===== src/rtl/rig_pkg.sv =====
package rig_pkg;

  // Fixed field widths
  localparam int BASE_BITS = 12;
  localparam int FRAC_BITS = 32;
  localparam int AXIS_BITS = 3;
  localparam int BASE_MIN  = 2;

  // Control sequencer states
  typedef enum logic [2:0] {
    ST_IDLE,
    ST_DIV,
    ST_MUL_R,
    ST_MUL_S,
    ST_FRAC,
    ST_DONE
  } state_t;

  // Status of the fraction divider
  typedef struct packed {
    logic busy;
    logic done;
  } frac_stat_t;

  // Base register values after reset: the first eight primes
  function automatic logic [BASE_BITS-1:0] base_reset(input logic [AXIS_BITS-1:0] a);
    logic [BASE_BITS-1:0] b;
    case (a)
      3'd0:    b = 12'd2;
      3'd1:    b = 12'd3;
      3'd2:    b = 12'd5;
      3'd3:    b = 12'd7;
      3'd4:    b = 12'd11;
      3'd5:    b = 12'd13;
      3'd6:    b = 12'd17;
      3'd7:    b = 12'd19;
      default: b = 12'd2;
    endcase
    return b;
  endfunction

endpackage


===== src/rtl/rig_frac_div.sv =====
// Restoring divider: quot = floor(num * 2^FRAC_BITS / den), num < den.
// One quotient bit per cycle while busy; done is raised together with the last quotient bit.
module rig_frac_div #(
  parameter int DEN_BITS = 44
) (
  input  logic                           clk,
  input  logic                           rst,
  input  logic                           start,
  input  logic [DEN_BITS-1:0]            num,
  input  logic [DEN_BITS-1:0]            den,
  output rig_pkg::frac_stat_t            stat,
  output logic [rig_pkg::FRAC_BITS-1:0]  quot
);

  localparam int CNT_W = $clog2(rig_pkg::FRAC_BITS);

  logic [DEN_BITS-1:0] rem;
  logic [DEN_BITS-1:0] den_q;
  logic [CNT_W-1:0]    cnt;
  logic                busy;
  logic                done;

  logic [DEN_BITS:0]   shifted;
  logic [DEN_BITS:0]   diff;
  logic                ge;

  // One trial subtraction per cycle
  assign shifted = {rem, 1'b0};
  assign ge      = shifted >= {1'b0, den_q};
  assign diff    = shifted - {1'b0, den_q};

  // Step control
  always_ff @(posedge clk) begin
    if (rst) begin
      busy <= 1'b0;
      done <= 1'b0;
      cnt  <= '0;
    end else begin
      done <= 1'b0;
      if (start) begin
        busy <= 1'b1;
        cnt  <= '0;
      end else if (busy) begin
        cnt <= cnt + CNT_W'(1);
        if (cnt == CNT_W'(rig_pkg::FRAC_BITS - 1)) begin
          busy <= 1'b0;
          done <= 1'b1;
        end
      end
    end
  end

  // Remainder and quotient shift register
  always_ff @(posedge clk) begin
    if (start) begin
      rem   <= num;
      den_q <= den;
    end else if (busy) begin
      rem  <= ge ? diff[DEN_BITS-1:0] : shifted[DEN_BITS-1:0];
      quot <= {quot[rig_pkg::FRAC_BITS-2:0], ge};
    end
  end

  assign stat.busy = busy;
  assign stat.done = done;

endmodule


===== src/rtl/radical_inverse_generator.sv =====
// One item in flight; index 0 or an axis at or above AXES goes straight to the output.
// The digit loop is a bit-serial divide by the base followed by two passes through one
// 44x12 multiplier, then a bit-serial fraction divide.
// Reset (rst, synchronous): sequencer idle, output empty, base registers 2,3,5,...,19.
module radical_inverse_generator #(
  parameter int AXES       = 8,
  parameter int INDEX_BITS = 32
) (
  input  logic                            clk,
  input  logic                            rst,
  input  logic                            cfg_write,
  input  logic [rig_pkg::AXIS_BITS-1:0]   cfg_index,
  input  logic [rig_pkg::BASE_BITS-1:0]   cfg_data,
  input  logic                            in_valid,
  output logic                            in_stall,
  input  logic [rig_pkg::AXIS_BITS-1:0]   axis,
  input  logic [31:0]                     sample_index,
  output logic                            out_valid,
  input  logic                            out_stall,
  output logic [rig_pkg::FRAC_BITS-1:0]   fraction
);

  localparam int BB         = rig_pkg::BASE_BITS;
  localparam int SCALE_BITS = INDEX_BITS + BB;
  localparam int LEN_W      = $clog2(INDEX_BITS + 1);
  localparam int POS_W      = $clog2(INDEX_BITS);
  localparam int SEL_W      = (AXES > 1) ? $clog2(AXES) : 1;

  rig_pkg::state_t state;
  rig_pkg::state_t state_next;

  logic [BB-1:0]         base_reg [AXES];
  logic [BB-1:0]         base_sel;
  logic [BB-1:0]         base_q;
  logic                  axis_ok;
  logic                  accept;
  logic                  zero_q;

  logic [INDEX_BITS-1:0] n_q;
  logic [INDEX_BITS-1:0] quo_q;
  logic [INDEX_BITS-1:0] quo_next;
  logic [LEN_W-1:0]      len_q;
  logic [LEN_W-1:0]      len_m1;
  logic [LEN_W-1:0]      lz_q;
  logic [LEN_W-1:0]      lz_next;
  logic                  lead_q;
  logic [POS_W-1:0]      pos_q;
  logic [BB-1:0]         rem_q;
  logic [BB:0]           rem_sh;
  logic [BB:0]           rem_diff;
  logic                  qbit;

  logic [SCALE_BITS-1:0]    mir_q;
  logic [SCALE_BITS-1:0]    scale_q;
  logic [SCALE_BITS-1:0]    mul_a;
  logic [SCALE_BITS+BB-1:0] prod;

  logic                          frac_start;
  rig_pkg::frac_stat_t           frac_stat;
  logic [rig_pkg::FRAC_BITS-1:0] frac_quot;
  logic                          load_out;

  assign accept = in_valid && !in_stall;

  // Base registers
  for (genvar i = 0; i < AXES; i++) begin : g_base
    always_ff @(posedge clk) begin
      if (rst) begin
        base_reg[i] <= rig_pkg::base_reset(rig_pkg::AXIS_BITS'(i));
      end else if (cfg_write && cfg_index == rig_pkg::AXIS_BITS'(i)) begin
        base_reg[i] <= cfg_data;
      end
    end
  end

  assign axis_ok  = {29'd0, axis} < 32'(AXES);
  assign base_sel = base_reg[axis[SEL_W-1:0]];

  // One bit of the divide by the base
  assign rem_sh   = {rem_q, n_q[pos_q]};
  assign qbit     = rem_sh >= {1'b0, base_q};
  assign rem_diff = rem_sh - {1'b0, base_q};
  assign quo_next = {quo_q[INDEX_BITS-2:0], qbit};
  assign lz_next  = lz_q + LEN_W'(lead_q && !qbit);
  assign len_m1   = len_q - LEN_W'(1);

  // Shared multiplier: mirrored value in ST_MUL_R, scale in ST_MUL_S
  assign mul_a = (state == rig_pkg::ST_MUL_R) ? mir_q : scale_q;
  assign prod  = mul_a * base_q;

  // State register
  always_ff @(posedge clk) begin
    if (rst) begin
      state <= rig_pkg::ST_IDLE;
    end else begin
      state <= state_next;
    end
  end

  // Next state and sequencer outputs
  always_comb begin
    state_next = state;
    frac_start = 1'b0;
    load_out   = 1'b0;
    in_stall   = (state != rig_pkg::ST_IDLE);
    case (state)
      rig_pkg::ST_IDLE: begin
        if (in_valid) begin
          if (!axis_ok || sample_index[INDEX_BITS-1:0] == '0) begin
            state_next = rig_pkg::ST_DONE;
          end else begin
            state_next = rig_pkg::ST_DIV;
          end
        end
      end
      rig_pkg::ST_DIV: begin
        if (pos_q == '0) state_next = rig_pkg::ST_MUL_R;
      end
      rig_pkg::ST_MUL_R: begin
        state_next = rig_pkg::ST_MUL_S;
      end
      rig_pkg::ST_MUL_S: begin
        if (n_q == '0) begin
          frac_start = 1'b1;
          state_next = rig_pkg::ST_FRAC;
        end else begin
          state_next = rig_pkg::ST_DIV;
        end
      end
      rig_pkg::ST_FRAC: begin
        if (frac_stat.done) state_next = rig_pkg::ST_DONE;
      end
      rig_pkg::ST_DONE: begin
        if (!out_valid || !out_stall) begin
          load_out   = 1'b1;
          state_next = rig_pkg::ST_IDLE;
        end
      end
      default: state_next = rig_pkg::ST_IDLE;
    endcase
  end

  // Digit loop datapath
  always_ff @(posedge clk) begin
    case (state)
      rig_pkg::ST_IDLE: begin
        if (accept) begin
          zero_q  <= !axis_ok || sample_index[INDEX_BITS-1:0] == '0;
          base_q  <= (base_sel < BB'(rig_pkg::BASE_MIN)) ? BB'(rig_pkg::BASE_MIN) : base_sel;
          n_q     <= sample_index[INDEX_BITS-1:0];
          len_q   <= LEN_W'(INDEX_BITS);
          pos_q   <= POS_W'(INDEX_BITS - 1);
          rem_q   <= '0;
          quo_q   <= '0;
          lz_q    <= '0;
          lead_q  <= 1'b1;
          mir_q   <= '0;
          scale_q <= SCALE_BITS'(1);
        end
      end
      rig_pkg::ST_DIV: begin
        rem_q <= qbit ? rem_diff[BB-1:0] : rem_sh[BB-1:0];
        quo_q <= quo_next;
        lz_q  <= lz_next;
        if (qbit) lead_q <= 1'b0;
        pos_q <= pos_q - POS_W'(1);
        // last bit: quotient becomes the next index, trimmed length
        if (pos_q == '0) begin
          n_q   <= quo_next;
          len_q <= len_q - lz_next;
        end
      end
      rig_pkg::ST_MUL_R: begin
        mir_q <= prod[SCALE_BITS-1:0] + SCALE_BITS'(rem_q);
      end
      rig_pkg::ST_MUL_S: begin
        scale_q <= prod[SCALE_BITS-1:0];
        // set up the next digit
        pos_q   <= len_m1[POS_W-1:0];
        rem_q   <= '0;
        quo_q   <= '0;
        lz_q    <= '0;
        lead_q  <= 1'b1;
      end
      default: begin
      end
    endcase
  end

  // Final fraction divide
  rig_frac_div #(
    .DEN_BITS (SCALE_BITS)
  ) u_frac_div (
    .clk   (clk),
    .rst   (rst),
    .start (frac_start),
    .num   (mir_q),
    .den   (prod[SCALE_BITS-1:0]),
    .stat  (frac_stat),
    .quot  (frac_quot)
  );

  // Output register
  always_ff @(posedge clk) begin
    if (rst) begin
      out_valid <= 1'b0;
    end else begin
      if (out_valid && !out_stall) out_valid <= 1'b0;
      if (load_out) out_valid <= 1'b1;
    end
  end

  always_ff @(posedge clk) begin
    if (load_out) fraction <= zero_q ? '0 : frac_quot;
  end

endmodule


===== config.mk =====
export PLATFORM = sky130hd
export DESIGN_NAME = radical_inverse_generator
export DESIGN_NICKNAME = d
export VERILOG_FILES = /design/src/rtl/rig_pkg.sv /design/src/rtl/rig_frac_div.sv /design/src/rtl/radical_inverse_generator.sv
export SDC_FILE = /design/constraint.sdc
export NUM_CORES = 2
export LEC_CHECK = 0
export BUFFER_PORTS_ARGS = -buffer_cell sky130_fd_sc_hd__buf_2
export CAP_MARGIN = 5
export CORE_ASPECT_RATIO = 1.4
export CORE_MARGIN = 2
export CORE_UTILIZATION = 35
export CTS_CLUSTER_SIZE = 10
export DETAILED_ROUTE_END_ITERATION = 10
export PLACE_DENSITY = 0.48
export REMOVE_ABC_BUFFERS = 1
export SLEW_MARGIN = 25
export SYNTH_ARGS = -nofsm -noshare
export SYNTH_HDL_FRONTEND = slang
export SYNTH_HIERARCHICAL = 1
export SYNTH_SLANG_ARGS = --single-unit

===== constraint.sdc =====
create_clock -name clk -period 8.65 [get_ports clk]
set_input_delay 1.2975 -clock clk [delete_from_list [all_inputs] [get_ports clk]]
set_output_delay 1.2975 -clock clk [all_outputs]
set_load 0.03 [all_outputs]

Word-level counts from Yosys, hierarchy flattened --
Memories as Yosys holds them, arrays and structs flattened. Index checks and enable logic that the tools add are counted.
Word-level totals: register bits after elaboration 357, memories kept 1, latch bits 0, bits of input ports 55, ROM bits 0, RAM bits 96
Cells by class: add/subtract/negate cells 8, eq/ne operators 19, reduce and logical (&&, ||, !) cells 38, magnitude comparators 4, bitwise gates (word level) 10, multipliers 1, shifts and indexed selects 0, mux-type cells 79, divide/modulo/power cells 0
Memory list:
- base_reg | words 8, bits a word 12, rd ports 1, clocked after Yosys merged registers in 0, write ports 8, RTL line radical_inverse_generator.sv:32 | logic [BB-1:0] base_reg [AXES];
Operators with widths (number):
- 2-to-1 mux 44 bit | 6
- one-hot mux 44 bit (2 select lines) | 2
- 2-to-1 mux 12 bit | 10
- one-hot mux 31 bit (3 select lines) | 1
- logical NOT 32 bit | 2
- 2-to-1 mux 32 bit | 2
- one-hot mux 32 bit (2 select lines) | 1
- >= comparator 45 x 44 -> 1 bit | 1
- adder 44 x 12 -> 44 bit | 1
- multiplier 44 x 12 -> 44 bit | 1
- subtractor 44 bit | 1
- 2-to-1 mux 1 bit | 39
- one-hot mux 12 bit (3 select lines) | 1
- 2-to-1 mux 31 bit | 1
- == test 3 bit (second input constant) | 6
- 2-to-1 mux 3 bit | 6
- 2-to-1 mux 6 bit | 3
- one-hot mux 3 bit (6 select lines) | 1
- one-hot mux 6 bit (3 select lines) | 1
- one-hot mux 5 bit (3 select lines) | 1
- >= comparator 13 x 12 -> 1 bit | 1
- == test 3 x 2 -> 1 bit (second input constant) | 4
- less-than comparator 12 x 2 -> 1 bit (second input constant) | 1
- one-hot mux 6 bit (2 select lines) | 1
- other kinds (27) | 65

Logic depth before layout (Yosys ltp) --
depth in word-level cells 9, gate-level depth with buffers 35, gate-level depth less buffers 31

Hierarchy --
Netlist, hierarchy kept.
Modules (own cells, without submodules):
- radical_inverse_generator | cells each 2989, sequential area each 9689.3 um^2, area an instance 30053.8 um^2, instances 1
- rig_frac_div | cells each 728, sequential area each 3743.6 um^2, area an instance 7564.8 um^2, instances 1

Worst setup path before layout --
No wires, ideal clock.
path type flip-flop to flip-flop, start point register state[2], end point register mir_q[41] (data pin), path buffers 4, data arrival time 7.696 ns, setup time 0.266 ns, data required time 8.384 ns, cell stages (with the launch flop) 29, slack 0.688 ns, cell sequence dfxtp_1 clkbuf_1 nor3b_1 clkbuf_1 clkbuf_1 nand2_1 nand2_1 clkbuf_1 and2_1 fa_1 fa_1 fa_1 fa_1 inv_1 fa_1 inv_1 ha_1 a211oi_1 nor2_1 a211o_1 o41a_1 a21boi_0 xor2_1 inv_1 nand2_1 nor4b_4 or4b_1 xnor2_1 nor2_1
On the way: longest elaborated chain between the ends 5, elaborated cells on any way between the ends 6
RTL lines:
- start, declared | RTL line radical_inverse_generator.sv:29 | rig_pkg::state_t state;
- start signal, assigned | RTL line radical_inverse_generator.sv:94 | state <= rig_pkg::ST_IDLE;
- start signal, assigned | RTL line radical_inverse_generator.sv:96 | state <= state_next;
- == test 3 x 2 -> 1 bit | RTL line radical_inverse_generator.sv:88 | assign mul_a = (state == rig_pkg::ST_MUL_R) ? mir_q : scale_q;
- 2-to-1 mux 44 bit | RTL line radical_inverse_generator.sv:88
- multiplier 44 x 12 -> 44 bit | RTL line radical_inverse_generator.sv:89 | assign prod = mul_a * base_q;
- named net prod[32] | RTL line radical_inverse_generator.sv:56 | logic [SCALE_BITS+BB-1:0] prod;
- adder 44 x 12 -> 44 bit | RTL line radical_inverse_generator.sv:174 | mir_q <= prod[SCALE_BITS-1:0] + SCALE_BITS'(rem_q);
- one-hot mux 44 bit (2 select lines) | RTL line radical_inverse_generator.sv:145 | case (state)
- end signal, assigned | RTL line radical_inverse_generator.sv:174
- end, declared | RTL line radical_inverse_generator.sv:53 | logic [SCALE_BITS-1:0] mir_q;
The timed path passes the listed nets, and every way through them passes these cells. A chain may end at the register's enable or synchronous reset.

Worst setup path in the final report --
start point register state[0], end point register mir_q[40] (data pin)
On the way: longest elaborated chain between the ends 5, elaborated cells on any way between the ends 6
RTL lines (RTL line):
- == test 3 x 2 -> 1 bit | radical_inverse_generator.sv:88, radical_inverse_generator.sv:145
- 2-to-1 mux 44 bit | radical_inverse_generator.sv:88
- multiplier 44 x 12 -> 44 bit | radical_inverse_generator.sv:89
- adder 44 x 12 -> 44 bit | radical_inverse_generator.sv:174
- one-hot mux 44 bit (2 select lines) * | radical_inverse_generator.sv:145
Mark *: on every way between the ends. The rest lies on a longest branch, timed or not.

==> results.txt <==
- Result of the run: finished, final reports clean
- Entering global routing, the biggest net connects 130 pins.
* Sequential Area: around 13000 um^2
- STA classifies the critical path endpoint as a register.
* Number of CTS-inserted buffers: 54
- Combined area of all synthesized cells: 37600 um^2
- The floorplan step defined a die boundary enclosing 110000 um^2.
- The min-delay analysis places its worst path in the category reg2reg.
- The clock tree synthesis step divided the H-tree into 2 levels.
* GR Util All Layers: around a fifth
- In the final design database the tool counted about 4400 nets.
- For this configuration, the core starts out at a cell density of 35.2%.
* Via count of the first global-routing pass: 28279
- Fraction of layout instances using a drive strength above 1: 10.6%
* Chip Width: ~280 um
- Pre-CTS setup slack: 293 ps
* Highest clock rate: 121 MHz
- Final Core Density: 39.1%
* Quantity of I/O buffers inserted on ports: between 80 and 90
- Standard-cell row count: around 140
- For the final database, setup skew stands at between 40 and 50 ps.
* Number of remaining DRC errors: 0
- Worst EP arrival: between 8000 and 9000 ps
- Area of combinational cells with multiple inputs: around 22000 um^2
- Post-route worst setup slack: 372 ps
- Count of final setup violators: 0
- For the worst-skew pair, the clock arrives at the later sink with an insertion delay of between 600 and 700 ps.
* Standard cell core area: approximately 110000 um^2
- Number of buffers between clock root and the deepest sink: 3
- The first global-routing pass estimated 168000 um of wire.
- Layout area overhead: 10.9%
- A synthesized cell averages about 10 um^2.
- Clock-pin transition on the worst setup and hold timing paths: about 60 ps
* Reported max-cap violation count: 0
- Critical path type: reg2reg
- Final critical path time including I/O delays and setup: between 8000 and 9000 ps
- In this run the vertical extent of the chip is about 390 um.
- Detailed Route Iter0 Violations: between 1000 and 1500
- CTS tree: built
- Summed over all layers, the global routing overflow is 0.
- In this run the count of I/O pins placed on the die edge is 89.
- Critical path peak fanout: 35
- Post-route clock period utilization: between 90% and 100%
- The count of pins over their slew limit was 0.
* Antenna viol nets, final: 0
* Detailed Routing Iterations Pass 1: 5
- STA classifies the critical path startpoint as a register.
* Vias: between 20000 and 30000
- The cell count after synthesis came out at around 3700.
- After detailed routing, the number of vias per cell comes to 4.99.
* Number of buffers inserted to repair setup after CTS: 0
- For the pin with the worst max-slew slack, the measured transition is 997 ps.
- Clock sink count: 451
- Final hold vios: 0
- The number of antenna violations at the first check in global routing was 0.
- CTS placed an instance of clkbuf_16 at the clock tree root.
- STA puts the critical path data required time at ~9000 ps.
* Worst slew slack as a fraction of its limit: 33.1%
* GP Congestion: between 0.9 and 1
- Setup repair after global routing left no endpoint under its margin.
- Wirelength, routed: between 100000 and 150000 um
- 0 antenna diodes ended up in the layout.
* Flip-flop count of the largest register, all copies and words added: 96
* Final routed wire length divided by cell count: approximately 21 um
- Once detailed placement completed, the half-perimeter wirelength came to roughly 86000 um.
* Filler instances: between 10000 and 15000
- Count of warnings emitted by yosys: 6
[cells in the final DEF (no fill, tap or decap), types with 10 or more instances in the layout]
cell,count
o21bai_1,16
mux2i_1,65
a21oi_1,127
edfxtp_1,440
buf_2,88
and2_1,260
buf_4,109
fa_1,363
o21ai_1,39
nand2_1,586
nor4_1,24
clkbuf_1,14
mux4_2,34
and3_1,22
nor2b_1,56
nand4_1,28
or2_2,10
o21ai_0,71
nand2b_1,14
xnor2_1,84
a211oi_1,17
nor3_1,39
inv_1,505
ha_1,138
o211ai_1,16
nor2_1,206
or3_1,30
nand3_1,34
clkbuf_16,55
dfxtp_1,10
xor2_1,48
nor3b_1,10
a21o_1,61
o21a_1,14
[path summary, 6_finish.rpt]
path	from	end	slack, ps	cells after the start
hold / removal	u_frac_div/quot[0]	u_frac_div/quot[1]	440	0
hold reg to reg	u_frac_div/quot[0]	u_frac_div/quot[1]	440	0
setup reg to reg	state[0]	mir_q[40]	370	25
setup / recovery	state[0]	mir_q[40]	370	25
[through the flow]
stage	instance area, um^2	instances	TNS, ps	hold WS, ps
6_report	41700	5264	0	440
5_1_grt	41700	5264	0	442
4_1_cts	41700	5263	0	440
3_5_place_dp	40100	5182	0	425
3_3_place_gp	40100	5182	0	425
2_1_floorplan	36800	3537	-312850	418
[worst max-delay path, stage by stage, from the launching register on]
cell,delay (ps)
dfxtp_1,580
or3b_4,450
buf_12,250
nand2_1,80
nand2_1,370
buf_4,240
nand2_1,70
fa_1,480
inv_1,60
fa_1,470
fa_1,520
fa_1,550
inv_1,60
fa_1,530
inv_1,40
ha_1,410
a21oi_1,250
o21ai_0,220
o41a_1,550
a21boi_0,300
xor2_1,150
buf_4,180
nor4_4,330
nand3_2,150
or3_1,350
mux2_4,300
[layout make-up]
cell class / count / share of cell area, %
multi-input cells: 2579 / 51.7
well taps: 1440 / 4.32
clock inverters: 11 / 0.297
clock buffers: 70 / 3.46
repair buffers: 205 / 3.40
flip-flops and latches: 451 / 32.2
inverters: 508 / 4.57
[per-layer routing]
| layer | vias to the layer above | wire length, um | global-route usage (%) |
|---|---|---|---|
| met1 | 13136 | 43000 | 23.6 |
| li1 | 12383 | - | - |
| met3 | 175 | 3780 | 1.77 |
| met4 | 0 | 4430 | 7.65 |
| met5 | - | 0 | 0 |
| met2 | 595 | 57100 | 37.5 |
[timing repair]
item	in CTS	in global routing
setup endpoints to repair	0	7
gates resized for setup	0	7
hold buffers	0	0
Power is not shown: default switching activity piles up to over one toggle a cycle in this logic, so the estimate is an artifact.
